$ cat config.mk
export PLATFORM = sky130hd
export DESIGN_NAME = name_value_pair_decoder_core_flat
export DESIGN_NICKNAME = d
export VERILOG_FILES = /design/src/hdl/nvpd_pkg.sv /design/src/hdl/nvpd_if.sv /design/src/hdl/name_value_pair_decoder_core.sv /design/src/hdl/nvpd_decode.sv /design/src/hdl/nvpd_out_reg.sv /design/src/flat_wrapper.sv
export SDC_FILE = /design/constraint.sdc
export NUM_CORES = 1
export LEC_CHECK = 0
export BUFFER_PORTS_ARGS = -buffer_cell sky130_fd_sc_hd__buf_2
export CAP_MARGIN = 20
export CORE_ASPECT_RATIO = 2
export CORE_MARGIN = 2
export CORE_UTILIZATION = 59
export DETAILED_ROUTE_END_ITERATION = 16
export GPL_ROUTABILITY_DRIVEN = 0
export PLACE_DENSITY = 0.8
export REMOVE_ABC_BUFFERS = 1
export SLEW_MARGIN = 30
export SYNTH_ARGS = -nofsm -noshare
export SYNTH_HDL_FRONTEND = slang
export SYNTH_HIERARCHICAL = 1
export SYNTH_SLANG_ARGS = --single-unit
$ cat constraint.sdc
create_clock -name clk_i -period 5.35 [get_ports clk_i]
set_input_delay 0.8025 -clock clk_i [delete_from_list [all_inputs] [get_ports clk_i]]
set_output_delay 0.8025 -clock clk_i [all_outputs]
set_load 0.01 [all_outputs]
$ cat src/hdl/nvpd_pkg.sv
// Package for the name-value pair decoder: phase codes, byte tags, state and result types.
// No dependencies; compiled first.
package nvpd_pkg;

  localparam int unsigned LenW = 31;

  localparam logic [2:0] PH_NAME_LEN       = 3'd0;
  localparam logic [2:0] PH_NAME_LEN_MORE  = 3'd1;
  localparam logic [2:0] PH_VALUE_LEN      = 3'd2;
  localparam logic [2:0] PH_VALUE_LEN_MORE = 3'd3;
  localparam logic [2:0] PH_NAME           = 3'd4;
  localparam logic [2:0] PH_VALUE          = 3'd5;

  localparam logic [1:0] KIND_LENGTH = 2'd0;
  localparam logic [1:0] KIND_NAME   = 2'd1;
  localparam logic [1:0] KIND_VALUE  = 2'd2;

  localparam int unsigned LenLongBit   = 7;
  localparam logic [6:0]  LenLowMask   = 7'h7f;
  localparam logic [1:0]  LongLenLastIdx = 2'd3;  // four-byte length: three extra bytes

  typedef struct packed {
    logic [2:0]      phase;
    logic [1:0]      len_idx;
    logic [LenW-1:0] name_len;
    logic [LenW-1:0] value_len;
    logic [LenW-1:0] bytes_left;
  } state_t;

  typedef struct packed {
    logic [7:0]      byte_out;
    logic [1:0]      byte_kind;
    logic            field_end;
    logic            pair_end;
    logic [LenW-1:0] name_length_out;
    logic [LenW-1:0] value_length_out;
    logic            truncated;
    logic            record_end;
  } result_t;

endpackage

$ cat src/hdl/nvpd_if.sv
// Request and result channel interfaces of the name-value pair decoder.
// Depends on nvpd_pkg for the length width.
interface nvpd_req_if;
  logic       valid;
  logic       ready;
  logic [7:0] data_byte;
  logic       last_byte;

  modport source (output valid, output data_byte, output last_byte, input ready);
  modport sink   (input valid, input data_byte, input last_byte, output ready);
endinterface

interface nvpd_rsp_if;
  logic                      valid;
  logic                      ready;
  logic [7:0]                byte_out;
  logic [1:0]                byte_kind;
  logic                      field_end;
  logic                      pair_end;
  logic [nvpd_pkg::LenW-1:0] name_length_out;
  logic [nvpd_pkg::LenW-1:0] value_length_out;
  logic                      truncated;
  logic                      record_end;

  modport source (output valid, output byte_out, output byte_kind, output field_end,
                  output pair_end, output name_length_out, output value_length_out,
                  output truncated, output record_end, input ready);
  modport sink   (input valid, input byte_out, input byte_kind, input field_end,
                  input pair_end, input name_length_out, input value_length_out,
                  input truncated, input record_end, output ready);
endinterface

$ cat src/hdl/name_value_pair_decoder_core.sv
// Top level of the name-value pair decoder: input register, decoder, result register.
// Depends on nvpd_pkg, nvpd_if, nvpd_decode and nvpd_out_reg.
//
//  channel  | modport        | moves per request
//  ---------+----------------+--------------------------------------------------
//  req_i    | nvpd_req_if    | one content byte + last-byte flag
//  rsp_o    | nvpd_rsp_if    | byte, tag, field/pair end, lengths, truncated, end
//
// One request in, one result out. A byte lands in the input register, then the
// decoder tags it and updates the pair state on the way into the result register.
// One byte per cycle is sustained while rsp_o does not stall; the per-byte
// state update (a 31-bit decrement and compare) sets the pace.
// Reset clears the pair state to "awaiting name length" and empties both stages.
// A stall on rsp_o holds the result register; the input register still takes
// one more byte, after which req_i.ready drops until a result is taken.
module name_value_pair_decoder_core (
  input  logic             clk_i,
  input  logic             rst_ni,
  nvpd_req_if.sink         req_i,
  nvpd_rsp_if.source       rsp_o
);
  import nvpd_pkg::*;

  // input register
  logic       in_valid_q, in_valid_d;
  logic [7:0] in_byte_q;
  logic       in_last_q;

  logic    out_can_load;
  logic    advance;       // byte moves from input register into decoder + result reg
  logic    req_fire;
  result_t dec_res;
  result_t out_res;

  assign advance     = in_valid_q && out_can_load;
  assign req_i.ready = !in_valid_q || advance;
  assign req_fire    = req_i.valid && req_i.ready;
  assign in_valid_d  = req_fire ? 1'b1 : (in_valid_q && !advance);

  always_ff @(posedge clk_i or negedge rst_ni) begin
    if (!rst_ni) begin
      in_valid_q <= 1'b0;
    end else begin
      in_valid_q <= in_valid_d;
    end
  end

  always_ff @(posedge clk_i) begin
    if (req_fire) begin
      in_byte_q <= req_i.data_byte;
      in_last_q <= req_i.last_byte;
    end
  end

  // pair state lives here; it steps only when a byte advances
  nvpd_decode u_decode (
    .clk_i       (clk_i),
    .rst_ni      (rst_ni),
    .take_i      (advance),
    .data_byte_i (in_byte_q),
    .last_byte_i (in_last_q),
    .res_o       (dec_res)
  );

  nvpd_out_reg u_out_reg (
    .clk_i      (clk_i),
    .rst_ni     (rst_ni),
    .load_i     (advance),
    .res_i      (dec_res),
    .ready_i    (rsp_o.ready),
    .can_load_o (out_can_load),
    .valid_o    (rsp_o.valid),
    .res_o      (out_res)
  );

  assign rsp_o.byte_out         = out_res.byte_out;
  assign rsp_o.byte_kind        = out_res.byte_kind;
  assign rsp_o.field_end        = out_res.field_end;
  assign rsp_o.pair_end         = out_res.pair_end;
  assign rsp_o.name_length_out  = out_res.name_length_out;
  assign rsp_o.value_length_out = out_res.value_length_out;
  assign rsp_o.truncated        = out_res.truncated;
  assign rsp_o.record_end       = out_res.record_end;

endmodule

$ cat src/hdl/nvpd_decode.sv
// Pair decoder state and per-byte next-state / tag logic.
// Depends on nvpd_pkg.
module nvpd_decode (
  input  logic              clk_i,
  input  logic              rst_ni,
  input  logic              take_i,
  input  logic [7:0]        data_byte_i,
  input  logic              last_byte_i,
  output nvpd_pkg::result_t res_o
);
  import nvpd_pkg::*;

  state_t st_q, st_d, upd;
  logic              is_long;
  logic [1:0]        idx_inc;
  logic [LenW-1:0]   dec;
  logic              pend;
  logic              fend;
  logic [1:0]        kind;
  logic [LenW-1:0]   short_len;
  logic [LenW-1:0]   long_first;

  assign is_long    = data_byte_i[LenLongBit];
  assign idx_inc    = st_q.len_idx + 2'd1;
  assign dec        = st_q.bytes_left - LenW'(1);
  assign short_len  = LenW'(data_byte_i);
  assign long_first = LenW'(data_byte_i[6:0] & LenLowMask);

  always_comb begin
    upd  = st_q;
    pend = 1'b0;
    fend = 1'b0;
    kind = KIND_LENGTH;
    unique case (st_q.phase) inside
      PH_NAME_LEN_MORE: begin
        upd.name_len = {st_q.name_len[LenW-9:0], data_byte_i};
        upd.len_idx  = idx_inc;
        if (idx_inc >= LongLenLastIdx) begin
          upd.len_idx = 2'd0;
          upd.phase   = PH_VALUE_LEN;
        end
      end
      PH_VALUE_LEN, PH_VALUE_LEN_MORE: begin
        if (st_q.phase == PH_VALUE_LEN) begin
          upd.value_len = is_long ? long_first : short_len;
          upd.len_idx   = 2'd0;
        end else begin
          upd.value_len = {st_q.value_len[LenW-9:0], data_byte_i};
          upd.len_idx   = idx_inc;
        end
        // both lengths known: pick first data phase, or close the pair if both are zero
        if ((st_q.phase == PH_VALUE_LEN && !is_long) ||
            (st_q.phase == PH_VALUE_LEN_MORE && idx_inc >= LongLenLastIdx)) begin
          upd.len_idx = 2'd0;
          if (upd.name_len != '0) begin
            upd.phase      = PH_NAME;
            upd.bytes_left = upd.name_len;
          end else if (upd.value_len != '0) begin
            upd.phase      = PH_VALUE;
            upd.bytes_left = upd.value_len;
          end else begin
            upd.phase = PH_NAME_LEN;
            pend      = 1'b1;
          end
        end else if (st_q.phase == PH_VALUE_LEN) begin
          upd.phase = PH_VALUE_LEN_MORE;
        end
      end
      PH_NAME: begin
        kind           = KIND_NAME;
        upd.bytes_left = dec;
        if (dec == '0) begin
          fend = 1'b1;
          if (st_q.value_len != '0) begin
            upd.phase      = PH_VALUE;
            upd.bytes_left = st_q.value_len;
          end else begin
            pend      = 1'b1;
            upd.phase = PH_NAME_LEN;
          end
        end
      end
      PH_VALUE: begin
        kind           = KIND_VALUE;
        upd.bytes_left = dec;
        if (dec == '0) begin
          fend      = 1'b1;
          pend      = 1'b1;
          upd.phase = PH_NAME_LEN;
        end
      end
      default: begin  // awaiting name length; unused codes land here too
        upd.value_len = '0;
        upd.len_idx   = 2'd0;
        upd.name_len  = is_long ? long_first : short_len;
        upd.phase     = is_long ? PH_NAME_LEN_MORE : PH_VALUE_LEN;
      end
    endcase
  end

  always_comb begin
    res_o.byte_out         = data_byte_i;
    res_o.byte_kind        = kind;
    res_o.field_end        = fend;
    res_o.pair_end         = pend;
    res_o.name_length_out  = upd.name_len;
    res_o.value_length_out = upd.value_len;
    res_o.truncated        = last_byte_i & ~pend;
    res_o.record_end       = last_byte_i;
  end

  always_comb begin
    st_d = st_q;
    if (take_i) begin
      st_d = last_byte_i ? '0 : upd;  // record end: back to reset state
    end
  end

  always_ff @(posedge clk_i or negedge rst_ni) begin
    if (!rst_ni) begin
      st_q <= '0;
    end else begin
      st_q <= st_d;
    end
  end

  // data phases always have bytes still owed
  assert property (@(posedge clk_i) disable iff (!rst_ni)
    (st_q.phase == PH_NAME || st_q.phase == PH_VALUE) |-> st_q.bytes_left != '0)
    else $error("data phase with zero bytes left");

  // extra-length counter only moves while a long length is arriving
  assert property (@(posedge clk_i) disable iff (!rst_ni)
    !(st_q.phase == PH_NAME_LEN_MORE || st_q.phase == PH_VALUE_LEN_MORE) |->
      st_q.len_idx == 2'd0)
    else $error("length byte index left nonzero");

  // closing byte of a record returns the decoder to its start
  assert property (@(posedge clk_i) disable iff (!rst_ni)
    (take_i && last_byte_i) |=> (st_q.phase == PH_NAME_LEN && st_q.name_len == '0))
    else $error("state not cleared after record end");

  // value phase never entered with a zero value length
  assert property (@(posedge clk_i) disable iff (!rst_ni)
    st_q.phase == PH_VALUE |-> st_q.value_len != '0)
    else $error("value phase with empty value");

endmodule

$ cat src/hdl/nvpd_out_reg.sv
// Result register of the decoder with valid/ready toward the sink.
// Depends on nvpd_pkg.
module nvpd_out_reg (
  input  logic              clk_i,
  input  logic              rst_ni,
  input  logic              load_i,
  input  nvpd_pkg::result_t res_i,
  input  logic              ready_i,
  output logic              can_load_o,
  output logic              valid_o,
  output nvpd_pkg::result_t res_o
);
  import nvpd_pkg::*;

  logic    valid_q, valid_d;
  result_t res_q;

  assign can_load_o = !valid_q || ready_i;
  assign valid_d    = load_i ? 1'b1 : (valid_q && !ready_i);

  always_ff @(posedge clk_i or negedge rst_ni) begin
    if (!rst_ni) begin
      valid_q <= 1'b0;
    end else begin
      valid_q <= valid_d;
    end
  end

  always_ff @(posedge clk_i) begin
    if (load_i) begin
      res_q <= res_i;
    end
  end

  assign valid_o = valid_q;
  assign res_o   = res_q;
endmodule

$ cat src/flat_wrapper.sv
// flat-port wrapper written by rule: the top's interface ports become plain ports
module name_value_pair_decoder_core_flat import nvpd_pkg::*;
  (clk_i, rst_ni, req_i_valid, req_i_data_byte, req_i_last_byte, req_i_ready, rsp_o_valid, rsp_o_byte_out, rsp_o_byte_kind, rsp_o_field_end, rsp_o_pair_end, rsp_o_name_length_out, rsp_o_value_length_out, rsp_o_truncated, rsp_o_record_end, rsp_o_ready);
  nvpd_req_if req_i_i ();
  nvpd_rsp_if rsp_o_i ();
  input  logic clk_i;
  input  logic rst_ni;
  input wire logic [$bits(req_i_i.valid)-1:0] req_i_valid;
  input wire logic [$bits(req_i_i.data_byte)-1:0] req_i_data_byte;
  input wire logic [$bits(req_i_i.last_byte)-1:0] req_i_last_byte;
  output wire logic [$bits(req_i_i.ready)-1:0] req_i_ready;
  output wire logic [$bits(rsp_o_i.valid)-1:0] rsp_o_valid;
  output wire logic [$bits(rsp_o_i.byte_out)-1:0] rsp_o_byte_out;
  output wire logic [$bits(rsp_o_i.byte_kind)-1:0] rsp_o_byte_kind;
  output wire logic [$bits(rsp_o_i.field_end)-1:0] rsp_o_field_end;
  output wire logic [$bits(rsp_o_i.pair_end)-1:0] rsp_o_pair_end;
  output wire logic [$bits(rsp_o_i.name_length_out)-1:0] rsp_o_name_length_out;
  output wire logic [$bits(rsp_o_i.value_length_out)-1:0] rsp_o_value_length_out;
  output wire logic [$bits(rsp_o_i.truncated)-1:0] rsp_o_truncated;
  output wire logic [$bits(rsp_o_i.record_end)-1:0] rsp_o_record_end;
  input wire logic [$bits(rsp_o_i.ready)-1:0] rsp_o_ready;
  assign req_i_i.valid = req_i_valid;
  assign req_i_i.data_byte = req_i_data_byte;
  assign req_i_i.last_byte = req_i_last_byte;
  assign req_i_ready = req_i_i.ready;
  assign rsp_o_valid = rsp_o_i.valid;
  assign rsp_o_byte_out = rsp_o_i.byte_out;
  assign rsp_o_byte_kind = rsp_o_i.byte_kind;
  assign rsp_o_field_end = rsp_o_i.field_end;
  assign rsp_o_pair_end = rsp_o_i.pair_end;
  assign rsp_o_name_length_out = rsp_o_i.name_length_out;
  assign rsp_o_value_length_out = rsp_o_i.value_length_out;
  assign rsp_o_truncated = rsp_o_i.truncated;
  assign rsp_o_record_end = rsp_o_i.record_end;
  assign rsp_o_i.ready = rsp_o_ready;
  name_value_pair_decoder_core u_core (.clk_i(clk_i), .rst_ni(rst_ni), .req_i(req_i_i), .rsp_o(rsp_o_i));
endmodule
=== After elaboration in Yosys (flattened, before gate mapping) ===
Cells that the tools add are included.

* Register bits after elaboration: 185
* Bits of input ports: 13

* Add/subtract/negate cells: 2
* Bitwise gates (word level): 2
* Eq/ne operators: 12
* Reductions and logical operators: 26
* Order comparisons: 1
* Multiplexer cells: 34

{| class="wikitable"
|+ Operators by type and width
! cell !! number
|-
| 2-to-1 mux 31 bit || 7
|-
| one-hot mux 31 bit (2 select lines) || 2
|-
| 2-to-1 mux 98 bit || 1
|-
| one-hot mux 31 bit (3 select lines) || 1
|-
| nonzero test 31 bit || 3
|-
| zero test 31 bit || 1
|-
| subtractor 31 x 1 -> 31 bit, second input constant || 1
|-
| 2-to-1 mux 3 bit || 7
|-
| one-hot mux 3 bit (4 select lines) || 1
|-
| 2-to-1 mux 1 bit || 8
|-
| != test 4 x 3 -> 1 bit, second input constant || 2
|-
| equality test 3 x 2 -> 1 bit, second input constant || 2
|-
| equality test 3 bit, second input constant || 2
|-
| logical AND 1 bit || 6
|-
| 2-to-1 mux 2 bit || 3
|-
| != test 3 x 1 -> 1 bit, second input constant || 2
|-
| != test 3 x 2 -> 1 bit, second input constant || 2
|-
| one-hot mux 2 bit (3 select lines) || 1
|-
| zero test 1 bit || 5
|-
| 2-to-1 mux 5 bit || 1
|-
| AND reduction 5 bit || 1
|-
| one-hot mux 2 bit (2 select lines) || 1
|-
| AND reduction 4 bit || 1
|-
| nonzero test 4 bit || 1
|-
| 12 further kinds || 15
|}

=== Logic depth before layout (Yosys ltp) ===
* Word-level depth: 10
* Mapped depth: 12
* Depth with buffers taken out: 9

=== Hierarchy ===
The synthesis kept the hierarchy.

{| class="wikitable"
|+ By module, submodules not included
! module !! area each (µm²) !! seq. area each (µm²) !! cells an instance !! instances
|-
| nvpd_decode || 6356.1 || 2452.4 || 702 || 1
|-
| nvpd_out_reg || 2329.7 || 2307.2 || 79 || 1
|-
| name_value_pair_decoder_core || 330.3 || 295.3 || 14 || 1
|}

=== Worst setup path after synthesis ===
OpenSTA, ideal clock, no wires.

* Path type: input port to flip-flop
* From: input rsp_o_ready
* To: register u_core/u_decode/st_q[7] (netlist bit)
* Data required time: 5.285 ns
* Buffers on the path: 1
* Path slack: 1.055 ns
* Arrival time: 4.231 ns
* Stages on the path: 9
* Library setup time: 0.065 ns
* Cells stage by stage: nand2b_4 > and2_1 > nor2b_1 > nand2_1 > a31oi_1 > nand2b_1 > buf_1 > a22o_1 > a21o_1

* Longest elaborated chain between the ends: 3

{| class="wikitable"
|+ Ends and longest elaborated chain
! element !! line !! RTL
|-
| from (decl) || flat_wrapper.sv:21 || <nowiki>input wire logic [$bits(rsp_o_i.ready)-1:0] rsp_o_ready;</nowiki>
|-
| logical OR 1 bit || nvpd_out_reg.sv:18 || <nowiki>assign can_load_o = !valid_q || ready_i;</nowiki>
|-
| logical AND 1 bit || name_value_pair_decoder_core.sv:35 || <nowiki>assign advance = in_valid_q && out_can_load;</nowiki>
|-
| named net u_core.advance || name_value_pair_decoder_core.sv:30 || <nowiki>logic advance;</nowiki>
|-
| AND reduction 4 bit (no source line) || n/a ||
|-
| to (signal assigned) || nvpd_decode.sv:123 || <nowiki>st_q <= st_d;</nowiki>
|-
| to (decl) || nvpd_decode.sv:13 || <nowiki>state_t st_q, st_d, upd;</nowiki>
|}

The timed path passes the listed nets, and every way through them passes these cells.
A chain may end at the register's enable or synchronous reset.

=== Final worst setup path ===
* From: register u_core/u_decode/st_q[9] (netlist bit)
* To: register u_core/u_decode/st_q[5] (netlist bit)

* Longest elaborated chain between the ends: 5

{| class="wikitable"
|+ Ends and longest elaborated chain
! element !! line !! RTL
|-
| subtractor 31 x 1 -> 31 bit || nvpd_decode.sv:25 || <nowiki>assign dec = st_q.bytes_left - LenW'(1);</nowiki>
|-
| zero test 31 bit || nvpd_decode.sv:72 || <nowiki>if (dec == '0) begin</nowiki>
|-
| 2-to-1 mux 31 bit || nvpd_decode.sv:72 ||
|-
| one-hot mux 31 bit (3 select lines) || nvpd_decode.sv:34 || <nowiki>unique case (st_q.phase) inside</nowiki>
|-
| 2-to-1 mux 98 bit || nvpd_decode.sv:115 || <nowiki>st_d = last_byte_i ? '0 : upd;</nowiki>
|}

Every way passes these cells.

==> results by group <==
Run status
  – Run status: finished clean

Floorplan
  – Ports: ~90
  – Core Region: between 15000 and 20000 µm²
  – Die X: 91.41 µm
  – Die height: 178.8 µm
  – Initial Util: between 50 and 60%
  – Die ar.: around 16000 µm²
  – Core Rows: between 60 and 70

Yosys
  – Synth cell count leaders: a22o_1 (115), dfrtp_1 (100), edfxtp_1 (85), nand2_1 (57), clkbuf_1 (47)
  – Synth area leaders: edfxtp_1 (28%), dfrtp_1 (28%), a22o_1 (11%)
  – Post-Synth Adder-Cell Area: less than 1%
  – Mapped Area: 9016 µm²
  – Post-synth EDFFs: between 80 and 90
  – Synth Area in Simple Gates: around 13%
  – Post-synthesis compound-gate area fraction: between 20% and 30%
  – Main synth FF type: dfrtp_1
  – Cells after Synth: about 800
  – FFs w/ async S/R, synth: 54.05%
  – Post-synthesis xor/xnor area fraction: 2.331%
  – Largest family of logic cells by synthesized area: compound AO/OA/AOI/OAI gates
  – Yosys top cell area share: between 20% and 30%
  – Post-synthesis mux area share: 0.3469%
  – Avg Cell Area, Syn: between 10 and 15 µm²
  – Post-synth top area cell: edfxtp_1
  – #FFs+latches synth: 185
  – Sequential share of the synthesized area: a little under three fifths
  – Count of different cell masters after synthesis: 64
  – Yosys warns: 6
  – Count leader, synth: a22o_1

Power and ir drop
  – Largest vdd supply drop: between 0.3 and 0.4 mV
  – Pleak: approximately 0.0046 µW
  – Power per Cell Area: 586.2 nW/µm²

Clock network
  – Clock sinks: 185
  – Post-CTS resize count: 0
  – Clock-pin slew on the worst setup and hold paths: around 80 ps
  – Cts bufs inserted: 17
  – Postcts setup bufs: 0
  – Worst skew pair latency: 450 ps
  – Root Driver: clkbuf_16
  – Hold Buf Count CTS: 0
  – Worst-case clock buffer depth: 2
  – TritonCTS clock tree: built
  – Htree depth: 4

Critical path
  – Worst-path maximum fanout: 19
  – Crit path DAT: 4070 ps
  – CP Launch Type: register
  – Crit path kind: register to register
  – Worst setup EP type: register
  – Critical path required time: about 5700 ps
  – R2r setup slk: about 1700 ps

Layout
  – Final #Nets: between 800 and 900
  – Layout area overhead: 12.93%
  – Share of cells above drive strength 1: approximately 19%
  – Number of antenna diodes: 0
  – Fill cells: 1161

Detailed routing
  – Final wirelength: between 20 and 30 mm
  – Remaining routing DRC violations: 0
  – Wire per inst: 24.51 µm
  – Vias: 7505
  – Final ANT Viol Nets: 0
  – 1st-pass router iterations: 6
  – Vias/cell: about 7.0
  – Initial drt markers: between 900 and 1k

Timing
  – Least-Margin Pin Slew: roughly 910 ps
  – Worst relative slew slack: about two fifths
  – Clock Skew: around 13 ps
  – Final hold vios: 0
  – Slew Viols, Final: 0
  – Final period utilization: about 69%
  – Max Fclk: about 270 MHz
  – Post-layout min period: 3697 ps
  – RSZ-0062 raised after global routing: false
  – Final Setup Violations: 0
  – Setup_tns: 0 ps
  – Setup WS post-layout: approximately 1700 ps

Placed design
  – DP Worst Slack: between 1500 and 2000 ps
  – IO Port Bufs: 90
  – Post-DP HPWL: 17.24 mm

GRT
  – Gr usage total: 33.12%
  – Initial antenna violation count: 0
  – Vias in the first global route: approximately 7.1k
  – First-pass GRT wire length: about 40 mm
  – Total gr overflow: 0
  – Largest net degree at the start of global routing: 62

Worst hold path
  – Class of the worst hold path: primary input to asynchronous set/reset pin

Job
  – Max_cap viols: 0
## metal layers
metal,vias up,GRT usage (%),part of all wire (%)
met5,-,0,0
met1,3661,39.49,35
met4,0,25.76,8.4
li1,3198,-,-
met3,144,5.338,8.1
met2,502,53.31,48
## metrics by stage
| step | area [µm²] | utilization (%) | std cells | hold WS, ps | power, µW |
|---|---|---|---|---|---|
| 2_1_floorplan | 8701 | - | 731 | 475.3 | 3820 |
| 3_3_place_gp | 9554 | 63.13 | 1036 | 511.1 | 4499 |
| 3_5_place_dp | 9569 | 63.23 | 1036 | 530.1 | 4590 |
| 4_1_cts | 10170 | 67.23 | 1068 | 469.1 | 5898 |
| 5_1_grt | 10180 | 67.28 | 1068 | 518.3 | 6322 |
| 6_report | 10180 | 67.28 | 1068 | 450.4 | 5969 |
## placed cells by master (no fill, tap or decap), types with 4 or more instances in the layout
cell	Yosys	routed
xnor2_1	9	9
ha_1	5	5
buf_4	12	18
a211oi_1	14	13
xor2_1	15	15
nor3_1	17	14
and3_1	4	4
o211ai_1	5	5
nor4_1	24	24
a32o_1	5	5
o31ai_1	4	4
a31oi_1	5	5
dfrtp_1	100	100
o21ai_0	37	35
a22o_1	115	115
buf_2	0	89
inv_1	20	20
a21oi_1	30	30
nand3_1	7	7
a22oi_1	16	16
or3_1	6	6
inv_8	0	5
clkbuf_16	0	17
o21ai_1	9	9
nand4_1	6	6
nand2_1	57	57
nor2_1	37	36
or4_1	10	10
a21o_1	25	25
nand2b_1	9	9
edfxtp_1	85	85
## power breakdown
| part | switching [µW] | total (µW) | internal [µW] | leakage (µW) |
|---|---|---|---|---|
| Combinational | 1730 | 2730 | 1000 | 0.00206 |
| Sequential | 250 | 1940 | 1690 | 0.00223 |
| Clock | 584 | 1290 | 708 | 0.000294 |
| Total | 2570 | 5970 | 3400 | 0.00458 |
## critical path, cell delays in order, from the launching register on
cell,delay (ps)
dfrtp_1,460
or4_1,640
or4_4,580
or4_1,550
nand3_2,110
and4_1,730
mux2_2,410
a21oi_1,140
## worst paths after layout
kind	endpoint	from	depth (start not counted)
max reg2reg	u_core/u_decode/st_q[5]	u_core/u_decode/st_q[9]	7
min	u_core/u_decode/st_q[61]	rst_ni	1
min reg2reg	u_core/u_decode/st_q[94]	u_core/u_decode/st_q[94]	2
min in group clk_i	u_core/in_byte_q[5]	req_i_data_byte[5]	1
max	u_core/u_decode/st_q[5]	u_core/u_decode/st_q[9]	7
max in group asynchronous	u_core/u_decode/st_q[63]	rst_ni	2
## cells by family (layout without fill, tap and decap cells)
group                      after synthesis  after routing
DFF                                    185            185
adders and majority gates                5              5
muxes                                    3              3
xor gates and xnor gates                24             24
and+or+nand+nor                        208            208
buffers and inverters                   84            159
AOI/OAI and AO/OA                      286            286
## sequential cells by signal, indices dropped and copies added, names as in the netlist
signal	flops
u_core/u_out_reg/res_o	76
u_core/in_byte_q	8
u_core/in_last_q	1
u_core/u_out_reg/valid_o	1
u_core/in_valid_q	1
u_core/u_decode/st_q	98
## final cells by class
class | instances | area [µm²] | area share [%]
clock buffer | 17 | 425.4 | 4.178
clock inverter | 15 | 180.2 | 1.769
inverter | 20 | 75.07 | 0.7373
multi-input combinational | 526 | 3618 | 35.54
sequential | 185 | 5055 | 49.64
tap | 198 | 247.7 | 2.433
timing repair buffer | 107 | 580.6 | 5.702
No activity file was read; power rests on OpenSTA's default activity.
